## src/design/rat_alu_pkg.sv

```systemverilog
// Package for the rational accumulator ALU.
// Holds the operation, status and shared-unit mode codes; no dependencies.
`timescale 1ns / 1ps
package rat_alu_pkg;

  localparam logic [2:0] OP_LOAD = 3'd0;
  localparam logic [2:0] OP_ADD  = 3'd1;
  localparam logic [2:0] OP_SUB  = 3'd2;
  localparam logic [2:0] OP_MUL  = 3'd3;
  localparam logic [2:0] OP_DIV  = 3'd4;

  localparam logic [1:0] ST_OK       = 2'd0;
  localparam logic [1:0] ST_ZERO_DEN = 2'd1;
  localparam logic [1:0] ST_OVERFLOW = 2'd2;

  // shared unit modes
  localparam logic [1:0] UM_MUL = 2'd0;
  localparam logic [1:0] UM_DIV = 2'd1;
  localparam logic [1:0] UM_GCD = 2'd2;

endpackage

```

## src/design/rational_accumulator_alu.sv

```systemverilog
// Rational accumulator ALU: sequencer plus one shared add/subtract unit that runs
// shift-add multiply, restoring divide and binary gcd. Uses rat_alu_pkg.
`timescale 1ns / 1ps
// Load reduces by a gcd and two divides; multiply and divide run two multiplies, add and
// subtract a gcd, three divides and three multiplies, then the result is reduced; every gcd,
// multiply and divide runs on the one shared adder/subtractor.
// One request at a time: in_ready is high only while the block is idle.
// Reset (synchronous, rst_n low) sets the accumulator to 0/1 and drops any request.
module rational_accumulator_alu #(
  parameter int DATA_WIDTH = 32
) (
  input  logic                         clk,
  input  logic                         rst_n,
  input  logic                         in_valid,
  output logic                         in_ready,
  input  logic [2:0]                   in_operation,
  input  logic signed [DATA_WIDTH-1:0] in_operand_numerator,
  input  logic signed [DATA_WIDTH-1:0] in_operand_denominator,
  output logic                         out_valid,
  input  logic                         out_ready,
  output logic signed [DATA_WIDTH-1:0] out_result_numerator,
  output logic signed [DATA_WIDTH-1:0] out_result_denominator,
  output logic [1:0]                   out_status
);
  import rat_alu_pkg::*;

  localparam int W  = DATA_WIDTH;
  localparam int CW = $clog2(W + 1);

  localparam logic [4:0] S_IDLE  = 5'd0;
  localparam logic [4:0] S_DISP  = 5'd1;
  localparam logic [4:0] S_AGCD  = 5'd2;
  localparam logic [4:0] S_ADIV1 = 5'd3;
  localparam logic [4:0] S_AMUL1 = 5'd4;
  localparam logic [4:0] S_ADIV2 = 5'd5;
  localparam logic [4:0] S_AMUL2 = 5'd6;
  localparam logic [4:0] S_ADIV3 = 5'd7;
  localparam logic [4:0] S_AMUL3 = 5'd8;
  localparam logic [4:0] S_AADD  = 5'd9;
  localparam logic [4:0] S_MN    = 5'd10;
  localparam logic [4:0] S_MD    = 5'd11;
  localparam logic [4:0] S_RED   = 5'd12;
  localparam logic [4:0] S_RGCD  = 5'd13;
  localparam logic [4:0] S_RDN   = 5'd14;
  localparam logic [4:0] S_RDD   = 5'd15;
  localparam logic [4:0] S_OUT   = 5'd16;

  function automatic logic [W-1:0] mag(input logic [W-1:0] x);
    mag = x[W-1] ? (~x + 1'b1) : x;
  endfunction

  function automatic logic is_min(input logic [W-1:0] x);
    is_min = x[W-1] && (x[W-2:0] == '0);
  endfunction

  logic [4:0]   state_r;
  logic         wait_r;
  logic [2:0]   op_r;
  logic [1:0]   st_r;
  logic [W-1:0] acc_n_r, acc_d_r, bn_r, bd_r, n_r, d_r, l_r, tmp_r, t1_r;

  // shared unit
  logic         u_busy_r, u_done_r;
  logic [1:0]   u_mode_r;
  logic [W:0]   u_hi_r;
  logic [W-1:0] u_lo_r, u_mc_r;
  logic [CW-1:0] u_cnt_r, u_k_r;
  logic         u_start;
  logic [1:0]   u_sel;
  logic [W-1:0] u_opa, u_opb;
  logic [W:0]   alu_a, alu_b, alu_res, mul_nh;
  logic         alu_sub;

  logic         mul_neg, mul_ovf;
  logic [W-1:0] mul_res, quo_n, quo_d;
  logic [W:0]   sum_e;
  logic         sum_ovf;
  logic [W-1:0] x_mul, y_mul;

  always_comb begin
    case (u_mode_r)
      UM_MUL: begin
        alu_a   = u_hi_r;
        alu_sub = 1'b0;
      end
      UM_DIV: begin
        alu_a   = {u_hi_r[W-1:0], u_lo_r[W-1]};
        alu_sub = 1'b1;
      end
      default: begin
        alu_a   = {1'b0, u_lo_r};
        alu_sub = 1'b1;
      end
    endcase
    alu_b   = {1'b0, u_mc_r};
    alu_res = alu_sub ? (alu_a - alu_b) : (alu_a + alu_b);
    mul_nh  = u_lo_r[0] ? alu_res : u_hi_r;
  end

  always_ff @(posedge clk) begin
    if (!rst_n) begin
      u_busy_r <= 1'b0;
      u_done_r <= 1'b0;
    end else begin
      u_done_r <= 1'b0;
      if (u_start) begin
        u_busy_r <= 1'b1;
        u_mode_r <= u_sel;
        u_hi_r   <= '0;
        u_lo_r   <= u_opa;
        u_mc_r   <= u_opb;
        u_cnt_r  <= '0;
        u_k_r    <= '0;
      end else if (u_busy_r) begin
        case (u_mode_r)
          UM_MUL: begin
            u_hi_r  <= {1'b0, mul_nh[W:1]};
            u_lo_r  <= {mul_nh[0], u_lo_r[W-1:1]};
            u_cnt_r <= u_cnt_r + 1'b1;
            if (u_cnt_r == CW'(W - 1)) begin
              u_busy_r <= 1'b0;
              u_done_r <= 1'b1;
            end
          end
          UM_DIV: begin
            u_hi_r  <= alu_res[W] ? alu_a : alu_res;
            u_lo_r  <= {u_lo_r[W-2:0], ~alu_res[W]};
            u_cnt_r <= u_cnt_r + 1'b1;
            if (u_cnt_r == CW'(W - 1)) begin
              u_busy_r <= 1'b0;
              u_done_r <= 1'b1;
            end
          end
          default: begin
            // binary gcd: strip common twos, drop lone twos, subtract or swap
            if (u_lo_r == '0) begin
              u_lo_r   <= u_mc_r << u_k_r;
              u_busy_r <= 1'b0;
              u_done_r <= 1'b1;
            end else if (!u_lo_r[0] && !u_mc_r[0]) begin
              u_lo_r <= u_lo_r >> 1;
              u_mc_r <= u_mc_r >> 1;
              u_k_r  <= u_k_r + 1'b1;
            end else if (!u_lo_r[0]) begin
              u_lo_r <= u_lo_r >> 1;
            end else if (!u_mc_r[0]) begin
              u_mc_r <= u_mc_r >> 1;
            end else if (alu_res[W]) begin
              u_lo_r <= u_mc_r;
              u_mc_r <= u_lo_r;
            end else begin
              u_lo_r <= alu_res[W-1:0];
            end
          end
        endcase
      end
    end
  end

  // operand selection per step
  always_comb begin
    x_mul   = (state_r == S_MN) ? acc_n_r : acc_d_r;
    if (state_r == S_MN) y_mul = (op_r == OP_MUL) ? bn_r : bd_r;
    else                 y_mul = (op_r == OP_MUL) ? bd_r : bn_r;
    u_sel   = UM_MUL;
    u_opa   = '0;
    u_opb   = '0;
    mul_neg = 1'b0;
    case (state_r)
      S_AGCD: begin
        u_sel = UM_GCD; u_opa = mag(acc_d_r); u_opb = mag(bd_r);
      end
      S_ADIV1: begin
        u_sel = UM_DIV; u_opa = mag(acc_d_r); u_opb = tmp_r;
      end
      S_AMUL1: begin
        u_opa = tmp_r; u_opb = mag(bd_r);
      end
      S_ADIV2: begin
        u_sel = UM_DIV; u_opa = l_r; u_opb = mag(acc_d_r);
      end
      S_AMUL2: begin
        u_opa = mag(acc_n_r); u_opb = tmp_r; mul_neg = acc_n_r[W-1] ^ acc_d_r[W-1];
      end
      S_ADIV3: begin
        u_sel = UM_DIV; u_opa = l_r; u_opb = mag(bd_r);
      end
      S_AMUL3: begin
        u_opa = mag(bn_r); u_opb = tmp_r; mul_neg = bn_r[W-1] ^ bd_r[W-1];
      end
      S_MN, S_MD: begin
        u_opa = mag(x_mul); u_opb = mag(y_mul); mul_neg = x_mul[W-1] ^ y_mul[W-1];
      end
      S_RGCD: begin
        u_sel = UM_GCD; u_opa = mag(n_r); u_opb = mag(d_r);
      end
      S_RDN: begin
        u_sel = UM_DIV; u_opa = mag(n_r); u_opb = tmp_r;
      end
      S_RDD: begin
        u_sel = UM_DIV; u_opa = mag(d_r); u_opb = tmp_r;
      end
      default: begin
        u_sel = UM_MUL;
      end
    endcase
    u_start = !wait_r && (state_r != S_IDLE) && (state_r != S_DISP) &&
              (state_r != S_AADD) && (state_r != S_RED) && (state_r != S_OUT);
  end

  always_comb begin
    mul_ovf = (u_hi_r[W-1:0] != '0) ||
              (u_lo_r[W-1] && !(mul_neg && (u_lo_r[W-2:0] == '0)));
    mul_res = mul_neg ? (~u_lo_r + 1'b1) : u_lo_r;
    quo_n   = n_r[W-1] ? (~u_lo_r + 1'b1) : u_lo_r;
    quo_d   = d_r[W-1] ? (~u_lo_r + 1'b1) : u_lo_r;
    sum_e   = (op_r == OP_SUB) ? ({t1_r[W-1], t1_r} - {n_r[W-1], n_r})
                               : ({t1_r[W-1], t1_r} + {n_r[W-1], n_r});
    sum_ovf = sum_e[W] ^ sum_e[W-1];
  end

  always_ff @(posedge clk) begin
    if (!rst_n) begin
      state_r <= S_IDLE;
      wait_r  <= 1'b0;
      acc_n_r <= '0;
      acc_d_r <= {{(W-1){1'b0}}, 1'b1};
      st_r    <= ST_OK;
    end else begin
      if (u_start) wait_r <= 1'b1;
      if (u_done_r) wait_r <= 1'b0;
      case (state_r)
        S_IDLE: begin
          if (in_valid) begin
            op_r    <= in_operation;
            bn_r    <= in_operand_numerator;
            bd_r    <= in_operand_denominator;
            st_r    <= ST_OK;
            state_r <= S_DISP;
          end
        end
        S_DISP: begin
          case (op_r)
            OP_LOAD: begin
              n_r <= bn_r;
              d_r <= bd_r;
              if (bd_r == '0) begin
                st_r <= ST_ZERO_DEN; state_r <= S_OUT;
              end else begin
                state_r <= S_RED;
              end
            end
            OP_ADD, OP_SUB: begin
              if (acc_d_r == '0 || bd_r == '0) begin
                st_r <= ST_ZERO_DEN; state_r <= S_OUT;
              end else if (is_min(acc_d_r) || is_min(bd_r)) begin
                st_r <= ST_OVERFLOW; state_r <= S_OUT;
              end else begin
                state_r <= S_AGCD;
              end
            end
            OP_MUL, OP_DIV: begin
              if (acc_d_r == '0 || (op_r == OP_MUL ? bd_r : bn_r) == '0) begin
                st_r <= ST_ZERO_DEN; state_r <= S_OUT;
              end else begin
                state_r <= S_MN;
              end
            end
            default: state_r <= S_OUT;
          endcase
        end
        S_AGCD: if (u_done_r) begin tmp_r <= u_lo_r; state_r <= S_ADIV1; end
        S_ADIV1: if (u_done_r) begin tmp_r <= u_lo_r; state_r <= S_AMUL1; end
        S_AMUL1: if (u_done_r) begin
          l_r <= u_lo_r;
          if (mul_ovf) begin st_r <= ST_OVERFLOW; state_r <= S_OUT; end
          else state_r <= S_ADIV2;
        end
        S_ADIV2: if (u_done_r) begin tmp_r <= u_lo_r; state_r <= S_AMUL2; end
        S_AMUL2: if (u_done_r) begin
          t1_r <= mul_res;
          if (mul_ovf) begin st_r <= ST_OVERFLOW; state_r <= S_OUT; end
          else state_r <= S_ADIV3;
        end
        S_ADIV3: if (u_done_r) begin tmp_r <= u_lo_r; state_r <= S_AMUL3; end
        S_AMUL3: if (u_done_r) begin
          n_r <= mul_res;
          if (mul_ovf) begin st_r <= ST_OVERFLOW; state_r <= S_OUT; end
          else state_r <= S_AADD;
        end
        S_AADD: begin
          n_r <= sum_e[W-1:0];
          d_r <= l_r;
          if (sum_ovf) begin st_r <= ST_OVERFLOW; state_r <= S_OUT; end
          else state_r <= S_RED;
        end
        S_MN: if (u_done_r) begin
          n_r <= mul_res;
          if (mul_ovf) begin st_r <= ST_OVERFLOW; state_r <= S_OUT; end
          else state_r <= S_MD;
        end
        S_MD: if (u_done_r) begin
          d_r <= mul_res;
          if (mul_ovf) begin st_r <= ST_OVERFLOW; state_r <= S_OUT; end
          else state_r <= S_RED;
        end
        S_RED: begin
          if (is_min(n_r) || is_min(d_r)) begin
            st_r <= ST_OVERFLOW; state_r <= S_OUT;
          end else if (n_r == '0 || d_r == '0) begin
            // gcd with a zero argument counts as one
            acc_n_r <= n_r; acc_d_r <= d_r; state_r <= S_OUT;
          end else begin
            state_r <= S_RGCD;
          end
        end
        S_RGCD: if (u_done_r) begin tmp_r <= u_lo_r; state_r <= S_RDN; end
        S_RDN: if (u_done_r) begin n_r <= quo_n; state_r <= S_RDD; end
        S_RDD: if (u_done_r) begin
          acc_n_r <= n_r; acc_d_r <= quo_d; state_r <= S_OUT;
        end
        S_OUT: if (out_ready) state_r <= S_IDLE;
        default: state_r <= S_IDLE;
      endcase
    end
  end

  assign in_ready               = (state_r == S_IDLE);
  assign out_valid              = (state_r == S_OUT);
  assign out_result_numerator   = acc_n_r;
  assign out_result_denominator = acc_d_r;
  assign out_status             = st_r;

endmodule
```

## config.mk

```make
export PLATFORM = sky130hd
export DESIGN_NAME = rational_accumulator_alu
export DESIGN_NICKNAME = d
export VERILOG_FILES = /design/src/design/rat_alu_pkg.sv /design/src/design/rational_accumulator_alu.sv
export SDC_FILE = /design/constraint.sdc
export NUM_CORES = 2
export LEC_CHECK = 0
export BUFFER_PORTS_ARGS = -buffer_cell sky130_fd_sc_hd__buf_4
export CORE_ASPECT_RATIO = 2
export CORE_MARGIN = 2
export CORE_UTILIZATION = 52
export CTS_CLUSTER_SIZE = 25
export DETAILED_ROUTE_END_ITERATION = 8
export PLACE_DENSITY_LB_ADDON = 0.2
export SLEW_MARGIN = 5
export SYNTH_ARGS = -nofsm -noshare
export SYNTH_HDL_FRONTEND = slang
export SYNTH_SLANG_ARGS = --single-unit
```

## constraint.sdc

```tcl
create_clock -name clk -period 13.2 [get_ports clk]
set_clock_uncertainty 0.15 [all_clocks]
set_input_delay 3.3 -clock clk [delete_from_list [all_inputs] [get_ports clk]]
set_output_delay 3.3 -clock clk [all_outputs]
set_load 0.005 [all_outputs]
```

# Word level (Yosys, flattened, before mapping)
# Index checks and enable logic that the tools add are counted.
# classes
add_sub_neg	15
eq_ne	56
shifts	1
muxes	109
n_bitwise	16
n_reduce_logical	80
# ops
op	n
32-bit 2-to-1 mux	40
32-bit by 1-bit adder with 32-bit output (second input constant)	9
32-bit inverter	9
32-bit case mux with 8 select lines	1
32-bit logical NOT	6
32-bit case mux with 2 select lines	3
33-bit 2-to-1 mux	5
32-bit case mux with 5 select lines	1
31-bit logical NOT	5
33-bit case mux with 2 select lines	2
5-bit 2-to-1 mux	26
32-bit case mux with 4 select lines	1
32-bit case mux with 3 select lines	1
5-bit case mux with 17 select lines	1
5-bit by 4-bit == test with 1-bit output (second input constant)	8
6-bit 2-to-1 mux	6
2-bit inequality test (second input constant)	18
32-bit by 32-bit adder with 33-bit output	1
33-bit by 32-bit adder with 33-bit output	1
32-bit by 32-bit subtractor with 33-bit output	1
33-bit by 32-bit subtractor with 33-bit output	1
32-bit nonzero test	1
32-bit by 6-bit left shift with 32-bit output	1
3-bit AND reduction	7
other kinds (47)	122
# totals
regBits	412
in_bits	71
wordCells	300

# Longest topological paths before layout
# logic_depth
word_depth	12
depth_mapped	24
ltp_nobuf	19

# Worst setup path before layout
# Ideal clock, no wire load.
# synth_timing
path_kind	register to register
from	reg u_mc_r[5]
to	reg u_mc_r[10], enable pin
setup_time_ns	0.393
arrival_time_ns	5.523
required_ns	12.657
path_slack_ns	7.135
path_stages_with_launch	19
period_less_slack_ns	6.065
cell_sequence	edfxtp_1 clkbuf_1 nor4_1 nand2b_1 or3b_2 or4_1 nor4_1 a21oi_1 xnor2_1 ha_1 a21o_1 a21o_1 a2111oi_0 o22ai_1 a31oi_1 a221oi_1 nand2_1 clkbuf_1 o31a_1
# synth_via
elab_chain_len	4
elab_cells_between_ends	5
cone_classes	2 x add/sub; 1 x eq/ne; 1 x mux; 1 x reduce/logical
# synth_rtl
item	line	source
start: declaration	rational_accumulator_alu.sv:66	logic [W-1:0] u_lo_r, u_mc_r;
start signal: assignment	rational_accumulator_alu.sv:111	u_mc_r <= u_opb;
start signal: assignment	rational_accumulator_alu.sv:142	u_mc_r <= u_mc_r >> 1;
start signal: assignment	rational_accumulator_alu.sv:147	u_mc_r <= u_mc_r >> 1;
33-bit by 32-bit subtractor with 33-bit output / 33-bit by 32-bit adder with 33-bit output (equally long branches)	rational_accumulator_alu.sv:96	alu_res = alu_sub ? (alu_a - alu_b) : (alu_a + alu_b);
33-bit 2-to-1 mux *	rational_accumulator_alu.sv:96	
4-bit by 1-bit inequality test with 1-bit output (no source line) *	n/a	
6-bit AND reduction (no source line) *	n/a	
# Every way passes the cells marked *; elsewhere a longest branch is shown, timed or not.
# A chain may end at the register's enable or synchronous reset.

# Final worst setup path
# layout_timing
from	reg u_mc_r[5]
to	reg u_lo_r[16], data pin
# layout_via
elab_chain_len	10
elab_cells_between_ends	12
cone_classes	2 x add/sub; 1 x shift; 9 x mux
# layout_rtl
item	line	source
33-bit by 32-bit subtractor with 33-bit output / 33-bit by 32-bit adder with 33-bit output (equally long branches)	rational_accumulator_alu.sv:96	
33-bit 2-to-1 mux	rational_accumulator_alu.sv:96	
32-bit 2-to-1 mux	rational_accumulator_alu.sv:148	end else if (alu_res[W]) begin
32-bit 2-to-1 mux	rational_accumulator_alu.sv:146	end else if (!u_mc_r[0]) begin
32-bit 2-to-1 mux	rational_accumulator_alu.sv:144	end else if (!u_lo_r[0]) begin
32-bit 2-to-1 mux	rational_accumulator_alu.sv:140	end else if (!u_lo_r[0] && !u_mc_r[0]) begin
32-bit 2-to-1 mux *	rational_accumulator_alu.sv:136	if (u_lo_r == '0) begin
32-bit case mux with 2 select lines *	rational_accumulator_alu.sv:115	case (u_mode_r)
32-bit 2-to-1 mux *	rational_accumulator_alu.sv:114	end else if (u_busy_r) begin
32-bit 2-to-1 mux *	rational_accumulator_alu.sv:106	if (u_start) begin
end signal: assignment	rational_accumulator_alu.sv:110	u_lo_r <= u_opa;
end signal: assignment	rational_accumulator_alu.sv:118	u_lo_r <= {mul_nh[0], u_lo_r[W-1:1]};
end signal: assignment	rational_accumulator_alu.sv:137	u_lo_r <= u_mc_r << u_k_r;
end: declaration	rational_accumulator_alu.sv:66	
# Every way passes the cells marked *; elsewhere a longest branch is shown, timed or not. The select of a mux whose other input is x is not followed.

==> out/metrics.sh <==
ANTENNA_VIOLATING_NETS_POST_ROUTE=0
LEAKAGEPOWER_nW=14.1
P_INT_mW=3.62
GRT_MAX_DEGREE=67
WORST_R2R_SRC='u_mc_r[5]$_DFFE_PP_'
WORST_R2R_PATH_DEPTH=19
DRV_CAP=0
GLOBALPLACE.CONGESTION=1.08
SYNTH.MOST_COMMON_CELL='nand2_1'
LEADING_REGISTER_CELL_TYPE_OUT_OF_SYNTHESIS='edfxtp_1'
DETAILEDPLACEMENTHPWL_UM=136000
CTS_MAX_LEVEL=2
SYNTH-EDFF-COUNT=338
SYNTH_TOP_AREA_SHARE_PCT=28.2
ANTENNA_FOUND_INITIAL=8
ASYNCSETRESETFLOPFRACSYNTH_PCT=0
DIEWIDTH_UM=190
CLK_PIN_SLEW_WORST_PATHS_NS=0.07
AREA.GROWTH.SYNTH_TO_FINAL_PCT=9.16
INITIAL_CORE_UTIL_PCT=52.5
CRITICALPATHCATEGORY='reg -> reg'
POSTCTSHOLDBUFS=0
FIRST_PASS_ITERS=7
CTSRESIZECOUNT=0
SETUP_VIOL=0
R2R_END='u_lo_r[16]$_DFFE_PP_'
REQUIRED_NS=13.38
TIMING.HOLD.WORST.START='out_status[1]$_SDFFE_PN0P_'
TOP_LEVEL_PORTS=139
WL_PER_CELL_UM=34.4
POST_DETAILED_ROUTE_VIA_TO_CELL_RATIO=7.16
LAYOUT.AREA.SEQ_UM2=11600
CTS_BUFFERS=43
MUXSHAREOFSYNTHAREA_PCT=7.30
STATUS='completed'
SYNTH_SIMPLE_GATE_AREA_SHARE_PCT=17.8
GRT_SETUP_UNREPAIRED='no'
TIMING.CRITICAL_PATH.FROM_TYPE='flip-flop'
FIRST_PASS_GRT_WIRE_LENGTH_UM=255000
TIMING.FMAX_MHz=131
AVGSYNTHCELLAREA_UM2=8.25
REG2REG_SLACK_NS=5.59
MET3_WIRELENGTH_UM=17700
SYNTH_TOP_FAMILY_BY_AREA='compound AO/OA/AOI/OAI gates'
POSTSYNTHREGISTERBITS=412
CRITICAL_PATH.MAX_FANOUT=50
FINISH.NET_COUNT=4435
CELL_TOTAL_AFTER_PLACEMENT=5136
SYNTH.TOP_CELLS.BY_COUNT='625 x nand2_1, 338 x edfxtp_1, 330 x clkbuf_1'
MAX-VDD-IR-DROP_mV=0.229
POST_ROUTE_CELLS_DRIVE_ABOVE_1_SHARE_PCT=10.6
SHARE_OF_THE_SYNTHESIZED_AREA_IN_COMPOUND_GATES_AO_OA_AOI_OAI_PCT=24.3
SYN-INSTANCE-COUNT=4365
YOSYSSEQAREASHARE_PCT=32.3
DRC_MARKERS=0
TOPROUTINGLAYERUSED='met5'
DIE-AREA_UM2=71500
SYNTHESIS.NETS=4515
PWR-SHARE-COMB_PCT=49.0
FINAL.HOLD.WORST_SLACK_NS=0.319
YOSYSWARNINGCOUNT=0
MET2ROUTEDLENGTH_UM=80500
SYNTH_XOR_AREA_SHARE_PCT=10.5
FINALCRITICALPERIOD_NS=7.61
SYNTH_ADDER_AREA_SHARE_PCT=2.84
CLK_LATENCY_NS=0.62
MIN_PERIOD_OVER_PERIOD_PCT=57.6
VIA_COUNT=37400
HOLD-PATH-ENDPOINT='out_status[1]$_SDFFE_PN0P_'
NUMCLOCKSINKS=412
POWER-PER-CELL-AREA_nW_PER_UM2=172
SYNTH_AREA_UM2=36000
TIMING_HOLD_VIOLATIONS_FINAL=0
YS_TOP_CELLS_BY_AREA='edfxtp_1 28%, nand2_1 6.5%, xnor2_1 5.5%'
FINAL_MAX_SLEW_VIOL_COUNT=0
FIN_TNS_SETUP_NS=0
P_CLK_SHARE_PCT=19.9
FINALNONFILLERCELLS=5222
SHARE_OF_TOTAL_POWER_CONSUMED_BY_NET_SWITCHING_PCT=46.6
IO_BUFFER_COUNT=138
SYNTH_CELL_TYPE_COUNT=91
POWER.SHARE.SEQUENTIAL_PCT=31.0
TRITONCTS='yes'
GLOBALROUTE.TOTALOVERFLOW=0
MULTI_INPUT_COMB_AREA_UM2=22800
PLACEABLE_CORE_REGION_UM2=68600
SLEW_HEADROOM_PCT=14.3
MIN_PATH_TYPE='reg -> reg'
GRT.TOTAL_USAGE_PCT=49.6
SYNTH.LARGEST_AREA_CELL='edfxtp_1'
STD_CELL_ROWS=136
DRT-MET1-WL_UM=58500
CTS_BUFFER_DEPTH=3
DETAIL_ROUTE.WIRELENGTH_UM=180000
CTS_ROOT_BUF='clkbuf_16'
FILLCELLCOUNT=6523
HOLD_DEPTH=2
CRIT_PATH_CAPTURE_TYPE='flip-flop'
CRITICAL_PATH_ARRIVAL_NS=7.79
SW_PWR_mW=3.15
WORST-SLEW-PIN-TRANSITION_NS=1.25
DIEHEIGHT_UM=376
DETAIL_ROUTE.ITER0.VIOLATIONS=5046
GRT_PASS1_VIAS=35900
POST_CTS_BUFFERS=0
-- metal layers --
metal	track usage, %	vias to the layer above
li1	-	16000
met1	53.7	17800
met2	78.9	2690
met3	10.3	910
met4	49.2	2
met5	0	-
-- cell usage in the layout, fill, tap and decap left out, drive strengths merged, types with 81 or more instances in the layout --
cell type  instances
nand2            625
nor2             302
o31ai             86
nor3             112
a21oi            281
nand3             81
mux2i            186
xnor2            227
o21ai            322
xor2             205
buf              266
edfxtp           338
-- worst max path at each step --
stage,start,end,slack [ns]
6_report,u_mc_r[5]$_DFFE_PP_,u_lo_r[16]$_DFFE_PP_,5.59
4_1_cts,u_mc_r[5]$_DFFE_PP_,u_lo_r[16]$_DFFE_PP_,5.76
2_1_floorplan,u_mc_r[5]$_DFFE_PP_,u_mc_r[10]$_DFFE_PP_,7.13
5_1_grt,u_mc_r[5]$_DFFE_PP_,u_lo_r[16]$_DFFE_PP_,5.29
3_3_place_gp,u_mc_r[5]$_DFFE_PP_,u_lo_r[3]$_DFFE_PP_,5.80
3_5_place_dp,u_mc_r[5]$_DFFE_PP_,u_lo_r[3]$_DFFE_PP_,5.78
-- power groups by stage --
stage / Clock, mW / Combinational (mW) / Sequential (mW)
global placement: 0 / 3.15 / 2.09
finish: 1.35 / 3.32 / 2.10
floorplan: 0 / 2.27 / 1.84
detailed placement: 0 / 3.17 / 2.09
global route: 1.38 / 3.50 / 2.10
CTS: 1.34 / 3.19 / 2.06
-- metrics by stage --
stage / power, mW / util [%] / setup WS, ns / cell area (um^2)
after floorplan: 4.11 / - / 7.13 / 36000
after global placement: 5.24 / 55.1 / 5.80 / 37800
after detailed placement: 5.26 / 55.1 / 5.78 / 37800
after CTS: 6.59 / 57.3 / 5.76 / 39300
after global routing: 6.98 / 57.3 / 5.29 / 39300
final: 6.77 / 57.3 / 5.59 / 39300
-- final cells by class --
type / instances / share of cell area [%]
multi-input cells: 3490 / 58.0
flip-flops and latches: 412 / 29.6
repair buffers: 267 / 5.10
clock buffers: 58 / 3.12
well taps: 897 / 2.86
inverters: 71 / 0.678
clock inverters: 21 / 0.637
diodes: 6 / 0.0382
-- sequential cells by signal, summed over array words and instances, names as in the netlist, 32 cells and up --
| name | count |
|---|---|
| bd_r | 32 |
| bn_r | 32 |
| d_r | 32 |
| l_r | 32 |
| n_r | 32 |
| out_result_denominator | 32 |
| out_result_numerator | 32 |
| t1_r | 32 |
| tmp_r | 32 |
| u_hi_r | 33 |
| u_lo_r | 32 |
| u_mc_r | 32 |
-- cells by family (layout without fill, tap and decap cells) --
group,count (synthesis),in the layout
buffers and inverters,463,417
and+or+nand+nor,1407,1407
adders and majority gates,81,81
DFF,412,412
muxes,242,242
xor gates and xnor gates,432,432
AOI/OAI and AO/OA,1328,1328
other,0,6
-- critical path, cell delays in order (launching register included) --
cell and delay, ns:
edfxtp_1 0.52, nor4_1 0.70, nand2b_1 0.13, or3b_2 0.52, or4_1 0.57, nor4_1 0.65
a21oi_1 0.19, xnor2_1 0.16, ha_1 0.36, a21o_1 0.20, a21o_1 0.20, a2111oi_0 0.42
o22ai_1 0.15, a31oi_1 0.42, o311a_1 0.27, and2_2 0.16, buf_4 0.62, mux2_1 0.39
a221oi_1 0.28, o22ai_1 0.12
Note: power is estimated with default switching activity, not from simulation.
